--- config.mk ---
export PLATFORM = sky130hd
export DESIGN_NAME = response_frame_receiver_crc16
export DESIGN_NICKNAME = d
export VERILOG_FILES = /design/src/hw/rtl/rfr_pkg.sv /design/src/hw/rtl/rfr_front.sv /design/src/hw/rtl/rfr_fifo.sv /design/src/hw/rtl/rfr_back.sv /design/src/hw/rtl/response_frame_receiver_crc16.sv
export VERILOG_INCLUDE_DIRS = /design/src /design/src/hw/rtl
export SDC_FILE = /design/constraint.sdc
export NUM_CORES = 1
export LEC_CHECK = 0
export ABC_AREA = 1
export BUFFER_PORTS_ARGS = -buffer_cell sky130_fd_sc_hd__buf_2
export CORE_ASPECT_RATIO = 1.75
export CORE_MARGIN = 5
export CORE_UTILIZATION = 55
export DETAILED_ROUTE_END_ITERATION = 10
export PLACE_DENSITY = 0.82
export SLEW_MARGIN = 15
export SYNTH_ARGS = -nofsm -noshare
export SYNTH_HDL_FRONTEND = slang
export SYNTH_SLANG_ARGS = --single-unit
--- constraint.sdc ---
create_clock -name clk_i -period 4.46 [get_ports clk_i]
set_clock_uncertainty 0.15 [all_clocks]
set_input_delay 0.892 -clock clk_i [delete_from_list [all_inputs] [get_ports clk_i]]
set_output_delay 0.892 -clock clk_i [all_outputs]
set_load 0.02 [all_outputs]
--- src/hw/rtl/response_frame_receiver_crc16_assert.svh ---
// Assertion macros shared by the receiver modules.
// Each macro samples on clk_i and is disabled while rst_ni is low.
`ifndef RESPONSE_FRAME_RECEIVER_CRC16_ASSERT_SVH
`define RESPONSE_FRAME_RECEIVER_CRC16_ASSERT_SVH

// The consequent must hold in the same cycle as the antecedent.
`define RFR_ASSERT_IMPL(label, ante, cons) \
  label: assert property (@(posedge clk_i) disable iff (!rst_ni) (ante) |-> (cons)) \
    else $error("assertion failed");

// The consequent must hold in the cycle after the antecedent.
`define RFR_ASSERT_NEXT(label, ante, cons) \
  label: assert property (@(posedge clk_i) disable iff (!rst_ni) (ante) |=> (cons)) \
    else $error("assertion failed");

// The expression must never be true.
`define RFR_ASSERT_NEVER(label, expr) \
  label: assert property (@(posedge clk_i) disable iff (!rst_ni) !(expr)) \
    else $error("assertion failed");

`endif

--- src/hw/rtl/rfr_pkg.sv ---
// ----------------------------------------------------------------------------
// rfr_pkg
// Types, codes and the CRC-16 step shared by the frame receiver modules.
// ----------------------------------------------------------------------------
package rfr_pkg;

  localparam logic [15:0] CrcPoly        = 16'h8408;
  localparam logic [7:0]  SyncByte       = 8'h02;
  localparam logic [7:0]  CodeIllegal    = 8'h30;
  localparam logic [7:0]  CodeNak        = 8'hFF;
  localparam logic [7:0]  CodeAck        = 8'h00;
  localparam logic [7:0]  MinTotalLength = 8'd6;
  localparam logic [7:0]  FrameOverhead  = 8'd5;
  localparam logic [7:0]  OwnAddrReset   = 8'd3;

  // Queue between parser and output stage
  localparam int unsigned QueueDepth = 4;
  localparam int unsigned QueuePtrW  = $clog2(QueueDepth);

  // Output beat kind (travels on tuser)
  localparam logic KindPayload = 1'b0;
  localparam logic KindStatus  = 1'b1;

  typedef enum logic [2:0] {
    PH_SYNC    = 3'd0,
    PH_ADDR    = 3'd1,
    PH_LEN     = 3'd2,
    PH_PAYLOAD = 3'd3,
    PH_CRC_LO  = 3'd4,
    PH_CRC_HI  = 3'd5
  } rfr_phase_e;

  typedef enum logic [2:0] {
    ST_DATA     = 3'd0,
    ST_ACK      = 3'd1,
    ST_NAK      = 3'd2,
    ST_ILLEGAL  = 3'd3,
    ST_CRC_ERR  = 3'd4,
    ST_ADDR_ERR = 3'd5,
    ST_BAD_SYNC = 3'd6,
    ST_BAD_LEN  = 3'd7
  } rfr_status_e;

  typedef enum logic [1:0] {
    RP_NONE = 2'd0,
    RP_ACK  = 2'd1,
    RP_NAK  = 2'd2
  } rfr_reply_e;

  // One classified event from the parser
  typedef struct packed {
    logic        kind;
    rfr_status_e status;
    logic [7:0]  data;
    logic [7:0]  index;
    logic [7:0]  addr;
    logic [7:0]  plen;
  } rfr_rec_t;

  // Reflected CRC-16 update over one byte, one bit per step
  function automatic logic [15:0] rfr_crc_step(logic [15:0] crc, logic [7:0] b);
    logic [15:0] c;
    c = crc ^ {8'h00, b};
    for (int i = 0; i < 8; i++) begin
      if (c[0]) begin
        c = (c >> 1) ^ CrcPoly;
      end else begin
        c = c >> 1;
      end
    end
    return c;
  endfunction

endpackage

--- src/hw/rtl/rfr_front.sv ---
// ----------------------------------------------------------------------------
// rfr_front
// Frame parser: accepts received bytes, tracks the frame, runs the CRC and
// classifies each byte into at most one event for the queue.
// ----------------------------------------------------------------------------
module rfr_front import rfr_pkg::*; (
  input  logic       clk_i,
  input  logic       rst_ni,
  input  logic       cfg_we_i,
  input  logic [7:0] cfg_wdata_i,
  input  logic       in_valid_i,
  input  logic [7:0] in_byte_i,
  output logic       in_ready_o,
  input  logic       q_full_i,
  output logic       push_o,
  output rfr_rec_t   push_rec_o
);

  rfr_phase_e  phase_q, phase_d;
  logic [7:0]  own_addr_q;
  logic [7:0]  addr_q, addr_d;
  logic [7:0]  len_q, len_d;
  logic [7:0]  cnt_q, cnt_d;
  logic [15:0] crc_q, crc_d;
  logic [7:0]  first_q, first_d;
  logic [7:0]  crc_lo_q, crc_lo_d;
  logic        accept;
  logic        has_rec;
  rfr_rec_t    rec;
  logic [15:0] crc_upd;
  logic [7:0]  cnt_inc;

  assign in_ready_o = !q_full_i;
  assign accept     = in_valid_i && in_ready_o;
  assign crc_upd    = rfr_crc_step(crc_q, in_byte_i);
  assign cnt_inc    = cnt_q + 8'd1;

  // Hold the device address
  always_ff @(posedge clk_i or negedge rst_ni) begin
    if (!rst_ni) begin
      own_addr_q <= OwnAddrReset;
    end else if (cfg_we_i) begin
      own_addr_q <= cfg_wdata_i;
    end
  end

  // Classify the byte and work out the next frame state
  always_comb begin
    phase_d  = phase_q;
    addr_d   = addr_q;
    len_d    = len_q;
    cnt_d    = cnt_q;
    crc_d    = crc_q;
    first_d  = first_q;
    crc_lo_d = crc_lo_q;
    has_rec  = 1'b0;
    rec      = '{kind: KindStatus, status: ST_DATA, data: 8'h00, index: 8'h00,
                 addr: addr_q, plen: cnt_q};
    case (phase_q)
      PH_ADDR: begin
        addr_d  = in_byte_i;
        crc_d   = crc_upd;
        phase_d = PH_LEN;
      end
      PH_LEN: begin
        len_d = in_byte_i;
        crc_d = crc_upd;
        cnt_d = 8'd0;
        if (in_byte_i < MinTotalLength) begin
          phase_d    = PH_SYNC;
          has_rec    = 1'b1;
          rec.status = ST_BAD_LEN;
          rec.plen   = 8'd0;
        end else begin
          phase_d = PH_PAYLOAD;
        end
      end
      PH_PAYLOAD: begin
        crc_d = crc_upd;
        if (cnt_q == 8'd0) begin
          first_d = in_byte_i;
        end
        has_rec   = 1'b1;
        rec.kind  = KindPayload;
        rec.data  = in_byte_i;
        rec.index = cnt_q;
        cnt_d     = cnt_inc;
        if (cnt_inc >= (len_q - FrameOverhead)) begin
          phase_d = PH_CRC_LO;
        end
      end
      PH_CRC_LO: begin
        crc_lo_d = in_byte_i;
        phase_d  = PH_CRC_HI;
      end
      PH_CRC_HI: begin
        phase_d = PH_SYNC;
        has_rec = 1'b1;
        if ({in_byte_i, crc_lo_q} != crc_q) begin
          rec.status = ST_CRC_ERR;
        end else if (addr_q != own_addr_q) begin
          rec.status = ST_ADDR_ERR;
        end else if (cnt_q == 8'd1 && first_q == CodeIllegal) begin
          rec.status = ST_ILLEGAL;
        end else if (cnt_q == 8'd1 && first_q == CodeNak) begin
          rec.status = ST_NAK;
        end else if (cnt_q == 8'd1 && first_q == CodeAck) begin
          rec.status = ST_ACK;
        end else begin
          rec.status = ST_DATA;
        end
      end
      default: begin
        phase_d = PH_SYNC;
        if (in_byte_i != SyncByte) begin
          has_rec    = 1'b1;
          rec.status = ST_BAD_SYNC;
          rec.addr   = 8'd0;
          rec.plen   = 8'd0;
        end else begin
          crc_d   = rfr_crc_step(16'h0000, in_byte_i);
          cnt_d   = 8'd0;
          phase_d = PH_ADDR;
        end
      end
    endcase
  end

  assign push_o     = accept && has_rec;
  assign push_rec_o = rec;

  // Advance the frame state on each accepted beat
  always_ff @(posedge clk_i or negedge rst_ni) begin
    if (!rst_ni) begin
      phase_q  <= PH_SYNC;
      addr_q   <= 8'd0;
      len_q    <= 8'd0;
      cnt_q    <= 8'd0;
      crc_q    <= 16'h0000;
      first_q  <= 8'd0;
      crc_lo_q <= 8'd0;
    end else if (accept) begin
      phase_q  <= phase_d;
      addr_q   <= addr_d;
      len_q    <= len_d;
      cnt_q    <= cnt_d;
      crc_q    <= crc_d;
      first_q  <= first_d;
      crc_lo_q <= crc_lo_d;
    end
  end

`include "response_frame_receiver_crc16_assert.svh"

  // A frame always closes with a status event and a return to sync
  `RFR_ASSERT_NEXT(a_crc_hi_closes, accept && phase_q == PH_CRC_HI, phase_q == PH_SYNC)
  `RFR_ASSERT_IMPL(a_crc_hi_pushes, accept && phase_q == PH_CRC_HI, push_o)

endmodule

--- src/hw/rtl/rfr_fifo.sv ---
// ----------------------------------------------------------------------------
// rfr_fifo
// Short event queue between the parser and the output stage.
// ----------------------------------------------------------------------------
module rfr_fifo import rfr_pkg::*; (
  input  logic     clk_i,
  input  logic     rst_ni,
  input  logic     push_i,
  input  rfr_rec_t push_rec_i,
  output logic     full_o,
  input  logic     pop_i,
  output logic     empty_o,
  output rfr_rec_t pop_rec_o
);

  rfr_rec_t               mem_q [QueueDepth];
  logic [QueuePtrW-1:0]   wr_ptr_q, rd_ptr_q;
  logic [QueuePtrW:0]     count_q, count_d;
  logic                   do_push, do_pop;

  assign full_o    = (count_q == (QueuePtrW + 1)'(QueueDepth));
  assign empty_o   = (count_q == '0);
  assign do_push   = push_i && !full_o;
  assign do_pop    = pop_i && !empty_o;
  assign pop_rec_o = mem_q[rd_ptr_q];

  always_comb begin
    count_d = count_q;
    if (do_push && !do_pop) begin
      count_d = count_q + 1'b1;
    end else if (do_pop && !do_push) begin
      count_d = count_q - 1'b1;
    end
  end

  // Write the entry at the tail
  always_ff @(posedge clk_i) begin
    if (do_push) begin
      mem_q[wr_ptr_q] <= push_rec_i;
    end
  end

  // Advance pointers and fill count
  always_ff @(posedge clk_i or negedge rst_ni) begin
    if (!rst_ni) begin
      wr_ptr_q <= '0;
      rd_ptr_q <= '0;
      count_q  <= '0;
    end else begin
      if (do_push) begin
        wr_ptr_q <= wr_ptr_q + 1'b1;
      end
      if (do_pop) begin
        rd_ptr_q <= rd_ptr_q + 1'b1;
      end
      count_q <= count_d;
    end
  end

`include "response_frame_receiver_crc16_assert.svh"

  `RFR_ASSERT_NEVER(a_count_range, count_q > (QueuePtrW + 1)'(QueueDepth))
  `RFR_ASSERT_NEVER(a_push_full, push_i && full_o)
  `RFR_ASSERT_NEXT(a_push_counts, do_push && !do_pop, count_q == $past(count_q) + 1'b1)

endmodule

--- src/hw/rtl/rfr_back.sv ---
// ----------------------------------------------------------------------------
// rfr_back
// Output stage: drains the event queue, decodes the reply request and
// holds the result beat in a register until it is taken.
// ----------------------------------------------------------------------------
module rfr_back import rfr_pkg::*; (
  input  logic        clk_i,
  input  logic        rst_ni,
  input  logic        empty_i,
  input  rfr_rec_t    rec_i,
  output logic        pop_o,
  output logic        out_valid_o,
  input  logic        out_ready_i,
  output logic [39:0] out_data_o,
  output logic        out_user_o
);

  logic        valid_q;
  logic [39:0] data_q, data_d;
  logic        user_q;
  logic        load;
  rfr_reply_e  reply;
  logic [7:0]  data_byte, index;
  logic [2:0]  status;
  logic [7:0]  addr, plen;

  assign load  = !empty_i && (!valid_q || out_ready_i);
  assign pop_o = load;

  // Decode the reply and clear fields that do not apply to the beat kind
  always_comb begin
    reply     = RP_NONE;
    data_byte = rec_i.data;
    index     = rec_i.index;
    status    = 3'd0;
    addr      = 8'd0;
    plen      = 8'd0;
    if (rec_i.kind == KindStatus) begin
      data_byte = 8'd0;
      index     = 8'd0;
      status    = rec_i.status;
      addr      = rec_i.addr;
      plen      = rec_i.plen;
      case (rec_i.status)
        ST_CRC_ERR: reply = RP_NAK;
        ST_DATA:    reply = RP_ACK;
        default:    reply = RP_NONE;
      endcase
    end
    data_d = {3'b000, reply, plen, addr, status, index, data_byte};
  end

  // Hold the beat until taken
  always_ff @(posedge clk_i or negedge rst_ni) begin
    if (!rst_ni) begin
      valid_q <= 1'b0;
    end else if (load) begin
      valid_q <= 1'b1;
    end else if (out_ready_i) begin
      valid_q <= 1'b0;
    end
  end

  always_ff @(posedge clk_i) begin
    if (load) begin
      data_q <= data_d;
      user_q <= rec_i.kind;
    end
  end

  assign out_valid_o = valid_q;
  assign out_data_o  = data_q;
  assign out_user_o  = user_q;

endmodule

--- src/hw/rtl/response_frame_receiver_crc16.sv ---
// ----------------------------------------------------------------------------
// response_frame_receiver_crc16
// Receiver for CRC-16 checked response frames with payload pass-through.
// ----------------------------------------------------------------------------
// Input stream: one received serial byte per beat on s_axis_tdata.
// Output stream: one beat per payload byte (tuser 0) and one status beat at
// the end of each frame or for each rejected byte (tuser 1). Bytes that only
// advance the frame (sync, address, a valid length, CRC low) give no beat.
// Frame: 0x02, address, total length, payload (length - 5 bytes), CRC low,
// CRC high; reflected CRC-16 0x8408, init 0, over all bytes before the CRC.
// With the queue empty, each beat is written into the event queue and then
// loaded into the output register, which presents it on m_axis.
// Throughput: one byte per cycle; the parser and its CRC step take a byte
// every cycle, limited only by the four-entry event queue filling.
// When m_axis_tready is held low the output register holds its beat, the
// queue fills, and s_axis_tready falls once the queue is full.
// Reset clears the parser to waiting for sync, empties the queue and sets
// the device address register to 3. cfg_we_i writes the address directly.
// ----------------------------------------------------------------------------
module response_frame_receiver_crc16 import rfr_pkg::*; (
  input  logic        clk_i,
  input  logic        rst_ni,
  input  logic        cfg_we_i,
  input  logic [7:0]  cfg_wdata_i,
  input  logic        s_axis_tvalid,
  output logic        s_axis_tready,
  input  logic [7:0]  s_axis_tdata,   // [7:0] rx_byte
  output logic        m_axis_tvalid,
  input  logic        m_axis_tready,
  // [7:0] data_byte, [15:8] payload_index, [18:16] status,
  // [26:19] frame_address, [34:27] payload_length, [36:35] reply, [39:37] zero
  output logic [39:0] m_axis_tdata,
  output logic        m_axis_tuser    // [0] kind
);

  logic     q_full, q_empty, push, pop;
  rfr_rec_t push_rec, pop_rec;

  rfr_front u_front (
    .clk_i       (clk_i),
    .rst_ni      (rst_ni),
    .cfg_we_i    (cfg_we_i),
    .cfg_wdata_i (cfg_wdata_i),
    .in_valid_i  (s_axis_tvalid),
    .in_byte_i   (s_axis_tdata),
    .in_ready_o  (s_axis_tready),
    .q_full_i    (q_full),
    .push_o      (push),
    .push_rec_o  (push_rec)
  );

  rfr_fifo u_fifo (
    .clk_i      (clk_i),
    .rst_ni     (rst_ni),
    .push_i     (push),
    .push_rec_i (push_rec),
    .full_o     (q_full),
    .pop_i      (pop),
    .empty_o    (q_empty),
    .pop_rec_o  (pop_rec)
  );

  rfr_back u_back (
    .clk_i       (clk_i),
    .rst_ni      (rst_ni),
    .empty_i     (q_empty),
    .rec_i       (pop_rec),
    .pop_o       (pop),
    .out_valid_o (m_axis_tvalid),
    .out_ready_i (m_axis_tready),
    .out_data_o  (m_axis_tdata),
    .out_user_o  (m_axis_tuser)
  );

endmodule

==> metrics.yaml, run 1 <==
synth:
  synth_compound_area_share_pct: 9.04
  yosysMostFrequentCell: "nand2_1"
  syn_area_um2: 11700
  synth_seq_cells: 257
  synth_cell_type_count: 39
  synthMuxAreaShare_pct: 0.193
  synth-simple-area-share_pct: 16.6
  synth-adder-area-share_pct: 2.21
  synth_top_family_by_area: "simple AND/OR/NAND/NOR gates"
  synthXorXnorAreaFrac_pct: 2.86
  synth_edf_count: 182
  yosysTopAreaCellShare_pct: 46.9
  ys_async_sr_fraction_pct: 29.2
  ys_seq_area_share_pct: 63.0
  syn_inst: 1173
  yosysWarningCount: 0
  yosys-top-cells-count: "nand2_1 (263), edfxtp_1 (182), nor2_1 (161)"
  synthFlopType: "edfxtp_1"
  yosysTopAreaCell: "edfxtp_1"
  avgSynthCellArea_um2: 9.94
  synthTopCellsByArea: "edfxtp_1 (47%), dfrtp_1 (16%), nand2_1 (8.5%)"
power_and_ir_drop:
  p_per_area_nw_per_um2: 729
  irDropWorstVdd_uv: 484
  leakage_nw: 5.57
floorplan:
  initial_core_util_pct: 55.7
  dieHeight_um: 203
  die_w_um: 120
  dieArea_um2: 24300
  core_area_um2: 20900
  ios: 64
  rows: 70
worst_hold_path:
  hold_path_class: "in2async"
timing:
  hold_violations: 0
  slew_violations: 0
  max_freq_mhz: 330
  setup_viol: 0
  rsz0062_at_grt: "false"
  fin_hold_ws_ns: 0.246
  post-route-min-period_ns: 3.03
  period_share_pct: 67.8
  worstMarginPinSlew_ns: 0.702
  maxSlewHeadroom_pct: 53.2
  tns_ns: 0
cts:
  htree_levels: 1
  post-cts-setup-buffers: 0
  cts_resized: 0
  tritoncts: "done"
  cts_made_buffers: 23
  cts_max_path_buffers: 3
  cts_hold_buffers: 0
  root_buffer: "clkbuf_16"
  path_clk_slew_ns: 0.06
  clk_latency_ns: 0.51
  cts_sinks: 257
global_routing:
  grt_start_max_net_pins: 74
  grt_pass1_wl_um: 41400
  overflow: 0
  grt_pass1_vias: 8444
  antenna_found_initial: 0
  globalRouteTotalUtil_pct: 21.3
cells_and_area:
  drive_gt1_share_pct: 11.0
  diodes: 0
  fin_nets: 1270
  fin_util_pct: 61.6
  syn2layout_area_growth_pct: 10.6
setup_path:
  cp_slowest_stage_delay_ns: 0.43
  cp_max_fo: 9
  worstPathCellList: "buf_2 -> inv_2 -> nand2_1 -> nor3_2 -> nand3_1 -> nand3_1 -> nand2_2 -> inv_2 -> ha_1 -> inv_1 -> fa_1 -> a21oi_1 -> o21ai_0 -> xnor2_1"
  path_delay_family: "simple AND/OR/NAND/NOR gates"
  rr_worst_depth: 15
  crit_slowest_cell: "fa_1"
  crit_type: "in2reg"
  cp.arrival_ns: 3.27
  crit_path_start_kind: "input port"
  cp_data_required_time_ns: 4.70
  path_depth: 14
  critPathBufInv: 4
  endpoint_kind: "flip-flop"
drt:
  highest_layer: "met4"
  drtAntennaViolNets: 0
  drtIter0Drc: 548
  dr_wl_met2_um: 13900
  drc_errors: 0
  wl_met3_um: 1380
  vias: 8323
  vias_per_cell: 5.56
  wl_met1_um: 8650
  routed_wl_um: 25500
  wl_per_cell_um: 17.1
  firstDrtPassIters: 5
placement:
  hpwl_um: 17900
  routabilityCongestion: 0.959
  portBuffers: 60
flow_run:
  maxCapViolCount: 0
outcome:
  status: "complete, no violations"
layout by cell type, fill, tap and decap left out, types with 26 or more instances in the layout:
master    netlist  final
inv_1         122    122
dfrtp_1        73     72
nand2_1       263    263
nand3_1        32     32
o22ai_1        32     32
o21ai_1        27     27
a21oi_1        26     26
nor2_1        161    157
buf_2          16     59
o21ai_0       102    102
edfxtp_1      182    182
logic make-up (layout without fill, tap and decap cells):
group,after synthesis,after routing
AND/OR/NAND/NOR,482,482
flip-flops,257,257
AO/OA/AOI/OAI,195,195
buffers and inverters,178,247
XOR/XNOR,38,38
adder cells (fa/ha/maj),20,20
multiplexers,2,2
other,1,3
sequential cells by signal, indices dropped and copies added (netlist names):
register,cells
u_front.addr_q,8
u_front.len_q,8
u_fifo.mem_q,144
u_front.first_q,8
u_fifo.wr_ptr_q,2
u_front.phase_q,3
u_back.out_data_o,37
u_back.out_valid_o,1
u_front.crc_q,16
u_front.own_addr_q,8
u_front.cnt_q,8
u_front.crc_lo_q,8
u_back.out_user_o,1
u_fifo.count_q,3
u_fifo.rd_ptr_q,2
final timing paths:
| kind | end | slack (ns) | start |
|---|---|---|---|
| min in group clk_i | u_front.own_addr_q[1] | 0.36 | u_front.own_addr_q[1] |
| hold reg to reg | u_front.own_addr_q[1] | 0.36 | u_front.own_addr_q[1] |
| setup / recovery | u_fifo.count_q[2] | 1.43 | s_axis_tdata[7] |
| setup reg to reg | u_fifo.count_q[2] | 1.44 | u_front.phase_q[2] |
| hold / removal | u_front.own_addr_q[4] | 0.25 | rst_ni |
| max in group asynchronous | u_front.first_q[7] | 3.06 | rst_ni |
power breakdown:
part	switching (mW)	total, mW	leakage (nW)	internal (mW)
sequential	0.376	3.85	2.68	3.47
clock	0.833	1.82	0.335	0.988
combinational	2.59	3.73	2.56	1.14
per-layer routing:
metal  up-vias  GRT usage (%)
met1      3925           22.2
met5         -              0
met3       103           2.98
met4         0           12.0
li1       3994              -
met2       301           40.0
stage by stage:
stage,cells,worst slack (ns),power [mW],cell area (um2)
floorplan,1175,0.550,6.48,11700
global placement,1456,0.979,7.46,12200
detailed placement,1456,0.917,7.60,12200
CTS,1496,1.43,9.43,12900
global route,1496,1.21,10.1,12900
finish,1496,1.43,9.40,12900
final cells by class:
| class | instances | area, um2 |
|---|---|---|
| clock buffers | 28 | 616 |
| clock inverters | 12 | 68.8 |
| fillers | 1622 | 8040 |
| inverters | 134 | 503 |
| multi-input cells | 740 | 3650 |
| flip-flops and latches | 257 | 7350 |
| well taps | 252 | 315 |
| repair buffers | 73 | 400 |
Power figures use the tool's default switching activity.
==> run 2: changes to the inputs <==
--- a/config.mk
+++ b/config.mk
@@ -12,7 +12,7 @@
 export CORE_MARGIN = 5
 export CORE_UTILIZATION = 55
 export DETAILED_ROUTE_END_ITERATION = 10
-export PLACE_DENSITY = 0.82
+export PLACE_DENSITY = 0.85
 export SLEW_MARGIN = 15
 export SYNTH_ARGS = -nofsm -noshare
 export SYNTH_HDL_FRONTEND = slang
==> constraint.sdc (replaced) <==
create_clock -name clk_i -period 2.5 [get_ports clk_i]
set_clock_uncertainty 0.15 [all_clocks]
set_input_delay 0.5 -clock clk_i [delete_from_list [all_inputs] [get_ports clk_i]]
set_output_delay 0.5 -clock clk_i [all_outputs]
set_load 0.02 [all_outputs]
==> run 2 against run 1 <==
Net effect:
- via count is 3.4% higher
- flip-flop and latch count stayed put
- sequential power rose by 79%
- largest cell class unchanged
- worst setup slack worse by 1.4 ns
- register-to-register slack got worse by 1.4 ns
- final cell count increased by 2.1%
- critical path depth decreased by 2
==> metrics.yaml, run 2 (synthesis results as in run 1) <==
outcome:
  status: "complete, no violations"
drt:
  drtAntennaViolNets: 0
  vias_per_cell: 5.64
  drc_errors: 0
  routed_wl_um: 25700
  wl_per_cell_um: 16.8
  drtIter0Drc: 713
  firstDrtPassIters: 6
  vias: 8608
setup_path:
  path_delay_family: "simple AND/OR/NAND/NOR gates"
  rr_worst_depth: 12
  cp_slowest_stage_delay_ns: 0.42
  worst-r2r-setup-slack_ns: 0.08
  endpoint_kind: "flip-flop"
  cp.arrival_ns: 2.66
  critical_path.reg2reg.endpoint: "u_front.phase_q[0]"
  worstPathCellList: "ha_1 -> nand3_1 -> nor3_1 -> xor2_1 -> ha_1 -> nand2_2 -> nor2_4 -> nand4_1 -> nand4_1 -> buf_4 -> nand3_1 -> nand2_1"
  critPathBufInv: 1
  timing.rr.start: "u_front.cnt_q[0]"
  cp_max_fo: 5
  cp_data_required_time_ns: 2.75
  crit_slowest_cell: "dfrtp_1"
  crit_type: "reg2reg"
  crit_path_start_kind: "flip-flop"
global_routing:
  grt_pass1_wl_um: 40000
  antenna_found_initial: 0
  grt_pass1_vias: 8564
  globalRouteTotalUtil_pct: 20.5
  grt_start_max_net_pins: 43
  overflow: 0
cts:
  htree_levels: 1
  cts_made_buffers: 23
  cts_sinks: 257
  clk_latency_ns: 0.51
  root_buffer: "clkbuf_16"
  cts_max_path_buffers: 3
  path_clk_slew_ns: 0.07
  tritoncts: "done"
cells_and_area:
  fin_nets: 1301
  syn2layout_area_growth_pct: 14.7
  fillers: 1514
  final_cells: 1527
  final_common_cell: "nand2_1"
  largest_register_ffs: 144
  final_cell_mix: "nand2_1 (258), edfxtp_1 (182), nor2_1 (155), inv_1 (119), o21ai_0 (100)"
  top_register: "u_fifo.mem_q"
  drive_gt1_share_pct: 14.6
  diodes: 0
worst_hold_path:
  hold_path_class: "in2reg"
  hold_path.startpoint: "cfg_wdata_i[6]"
  min_to: "u_front.own_addr_q[6]"
  hold_depth: 3
timing:
  period_share_pct: 96.7
  post-route-min-period_ns: 2.42
  worstMarginPinSlew_ns: 0.542
  fin_hold_ws_ns: 0.0517
  fin_ws_ns: 0.0818
  maxSlewHeadroom_pct: 63.8
  hold_violations: 0
  slew_violations: 0
  max_freq_mhz: 414
  setup_viol: 0
placement:
  hpwl_um: 17000
  pre_cts_ws_ns: -0.0619
  place.detailed.instances: 1483
  portBuffers: 60
  routabilityCongestion: 0.923
power_and_ir_drop:
  p_per_area_nw_per_um2: 1310
  leakage_nw: 5.79
  irDropWorstVdd_uv: 600
floorplan:
  rows: 70
  ios: 64
  dieArea_um2: 24300
  initial_core_util_pct: 55.7
  core_area_um2: 20900
  die_w_um: 120
  dieHeight_um: 203
flow_run:
  maxCapViolCount: 0
run 2: worst min-delay path: cells and delay by family:
kind / cells / cell delay (ns)
buffers and inverters: 1 / 0.07
AO/OA/AOI/OAI: 1 / 0.05
AND/OR/NAND/NOR: 1 / 0.03
run 2: per-layer routing:
metal	share of wire (%)	GRT usage, %	vias to the layer above
li1	-	-	4048
met1	34	20.4	4119
met2	55	39.7	343
met3	5.7	2.65	98
met4	5.5	12.2	0
met5	0	0	-
run 2: worst max-delay path by stage:
stage,endpoint,from,cells past startpoint
3_3_place_gp,u_fifo.count_q[1],s_axis_tdata[7],13
3_5_place_dp,u_front.phase_q[0],u_front.len_q[1],13
4_1_cts,u_front.phase_q[0],u_front.len_q[0],15
5_1_grt,u_front.phase_q[1],u_front.len_q[1],12
2_1_floorplan,u_fifo.count_q[1],s_axis_tdata[7],13
6_report,u_front.phase_q[0],u_front.cnt_q[0],12
run 2: layout make-up:
class	instances	area [um2]	area share (%)
clock buffers	29	598	4.48
clock inverters	11	143	1.07
inverters	134	513	3.84
multi-input cells	740	3740	28.0
flip-flops and latches	257	7350	55.0
well taps	252	315	2.36
repair buffers	104	711	5.32
run 2: stage by stage:
stage	utilization, %	instance area (um2)	total power [mW]	TNS (ns)
floorplan	-	11800	11.7	-0.124
finish	63.8	13400	17.5	0
global placement	59.9	12500	13.5	-0.00761
CTS	63.6	13300	17.3	0
detailed placement	59.9	12500	13.8	-0.188
global route	63.8	13400	18.5	-0.0518
run 2: timing repair:
action,4_1_cts,5_1_grt
buffers inserted,1,2
gates resized for setup,1,15
hold buffers,1,0
endpoints found under the hold margin,35,0
pin swaps,1,8
endpoints found under the setup margin,3,4
run 2: power by group:
group	internal [mW]	switching, mW	leakage [nW]	total [mW]
Sequential	6.19	0.720	2.67	6.91
Combinational	2.35	4.73	2.76	7.08
Clock	2.01	1.46	0.355	3.48
Total	10.6	6.91	5.79	17.5
==> run 3: changes to the inputs <==
--- a/config.mk
+++ b/config.mk
@@ -9,7 +9,6 @@
 export ABC_AREA = 1
 export BUFFER_PORTS_ARGS = -buffer_cell sky130_fd_sc_hd__buf_2
 export CORE_ASPECT_RATIO = 1.75
-export CORE_MARGIN = 5
 export CORE_UTILIZATION = 55
 export DETAILED_ROUTE_END_ITERATION = 10
 export PLACE_DENSITY = 0.85
==> constraint.sdc (replaced) <==
create_clock -name clk_i -period 2.1 [get_ports clk_i]
set_clock_uncertainty 0.15 [all_clocks]
set_input_delay 0.42 -clock clk_i [delete_from_list [all_inputs] [get_ports clk_i]]
set_output_delay 0.42 -clock clk_i [all_outputs]
set_load 0.02 [all_outputs]
==> run 3 against run 2 <==
Net effect:
- the run now ends with DRC, setup timing left
- power grew 26%
- core utilization rose by 3.4 points
- sequential share of layout area fell by 2.6 points
- hold slack worse by 0.042 ns
- die area is 10% lower
- non-clock buffer count is 69 higher
- register-to-register slack got worse by 0.44 ns
- first-iteration DRC count decreased by 6.2%
- combinational power rose by 36%
- clock power up 18%
==> metrics.yaml, run 3 (synthesis results as in run 1) <==
power_and_ir_drop:
  leakage_nw: 6.14
  p_per_area_nw_per_um2: 1560
  irDropWorstVdd_uv: 691
global_routing:
  grt_start_max_net_pins: 44
  globalRouteTotalUtil_pct: 25.1
  grt_pass1_wl_um: 42600
  grt_pass1_vias: 9026
  antenna_found_initial: 0
  overflow: 0
cells_and_area:
  final_cells: 1596
  fin_nets: 1369
  top_register: "u_fifo.mem_q"
  final_common_cell: "nand2_1"
  fin_util_pct: 67.3
  fillers: 1427
  fin_area_um2: 14000
  drive_gt1_share_pct: 19.5
  final_cell_mix: "nand2_1 (256), edfxtp_1 (182), nor2_1 (155), inv_1 (119), o21ai_0 (100)"
  largest_register_ffs: 144
  syn2layout_area_growth_pct: 20.3
  diodes: 0
placement:
  portBuffers: 60
  dpl_cell_area_um2: 13100
  place.detailed.instances: 1547
  hpwl_um: 18400
  routabilityCongestion: 0.889
  pre_cts_ws_ns: -0.378
cts:
  cts_max_path_buffers: 3
  root_buffer: "clkbuf_16"
  cts_made_buffers: 22
  htree_levels: 1
  tritoncts: "done"
  path_clk_slew_ns: 0.07
  cts_sinks: 257
  clk_latency_ns: 0.52
flow_run:
  maxCapViolCount: 0
drt:
  dr_wl_met2_um: 15000
  drtAntennaViolNets: 0
  wl_met3_um: 1480
  drtIter0Drc: 669
  wl_met1_um: 9320
  vias: 9071
  firstDrtPassIters: 8
  routed_wl_um: 27700
  vias_per_cell: 5.68
  wl_per_cell_um: 17.4
  drc_errors: 7
  highest_layer: "met4"
timing:
  hold_violations: 0
  slew_violations: 0
  setup_viol: 93
  post-route-min-period_ns: 2.45
  maxSlewHeadroom_pct: 65.6
  max_freq_mhz: 407
  fin_ws_ns: -0.354
  worstMarginPinSlew_ns: 0.511
  period_share_pct: 117
  rsz0062_at_grt: "true"
floorplan:
  ios: 64
  dieHeight_um: 195
  dieArea_um2: 21800
  initial_core_util_pct: 55.9
  core_area_um2: 20800
  rows: 70
  die_w_um: 112
setup_path:
  endpoint_kind: "flip-flop"
  cp_data_required_time_ns: 2.41
  crit_type: "reg2reg"
  worst-r2r-setup-slack_ns: -0.35
  cp.arrival_ns: 2.76
  cp_max_fo: 4
  crit_path_start_kind: "flip-flop"
outcome:
  failed_checks: "DRC, setup timing"
  status: "finished with violations"
worst_hold_path:
  hold_path_class: "in2reg"
[run 3: worst paths after layout]
check,from,end,depth (start not counted)
worst min register to register,u_front.len_q[7],u_front.len_q[7],2
max in group asynchronous,rst_ni,u_fifo.rd_ptr_q[0],3
min in group asynchronous,rst_ni,u_front.own_addr_q[2],2
worst max-delay path,u_front.cnt_q[0],u_front.phase_q[0],11
worst max register to register,u_front.cnt_q[0],u_front.phase_q[0],11
worst min-delay path,cfg_wdata_i[7],u_front.own_addr_q[7],3
[run 3: area by class of cell]
cell class / count / area, um2 / share of cell area (%)
Sequential cell: 257 / 7350 / 52.4
Inverter: 134 / 513 / 3.66
Timing Repair Buffer: 173 / 1280 / 9.14
Clock buffer: 29 / 618 / 4.41
Tap cell: 252 / 315 / 2.25
Clock inverter: 11 / 110 / 0.785
Multi-Input combinational cell: 740 / 3840 / 27.4
[run 3: critical path, cell delays in order (launching register included)]
cell,delay (ns)
dfrtp_1,0.41
ha_1,0.21
nand3_1,0.16
nor3_2,0.30
xor2_2,0.28
ha_4,0.26
nand2_4,0.07
o21a_1,0.10
nand4_1,0.18
nand2_2,0.14
nand2_1,0.06
nand2_1,0.05
[run 3: layer usage]
layer / track usage, % / vias up
met5: 0 / -
met4: 17.6 / 0
met3: 2.87 / 143
met2: 47.8 / 411
met1: 24.8 / 4317
li1: - / 4200
[run 3: timing repair]
item | in CTS | in global routing
setup endpoints to repair | 33 | 145
gates cloned | 0 | 0
endpoints found under the hold margin | 80 | 0
gates resized for setup | 9 | 19
pin swaps | 2 | 13
hold buffers | 6 | 0
buffers inserted | 1 | 2
[run 3: where the power goes]
part | internal [mW] | switching, mW
Combinational | 3.57 | 6.09
Clock | 2.33 | 1.78
Sequential | 7.36 | 0.814
[run 3: stage by stage]
step | hold slack (ns) | power [mW] | setup TNS (ns)
2_1_floorplan | -0.0256 | 13.9 | -43.57
3_3_place_gp | 0.159 | 16.8 | -9.82
3_5_place_dp | 0.166 | 17.2 | -16.55
4_1_cts | 0.00914 | 21.4 | -1.05
5_1_grt | 0.0106 | 23.2 | -12.32
6_report | 0.0102 | 21.9 | -3.60
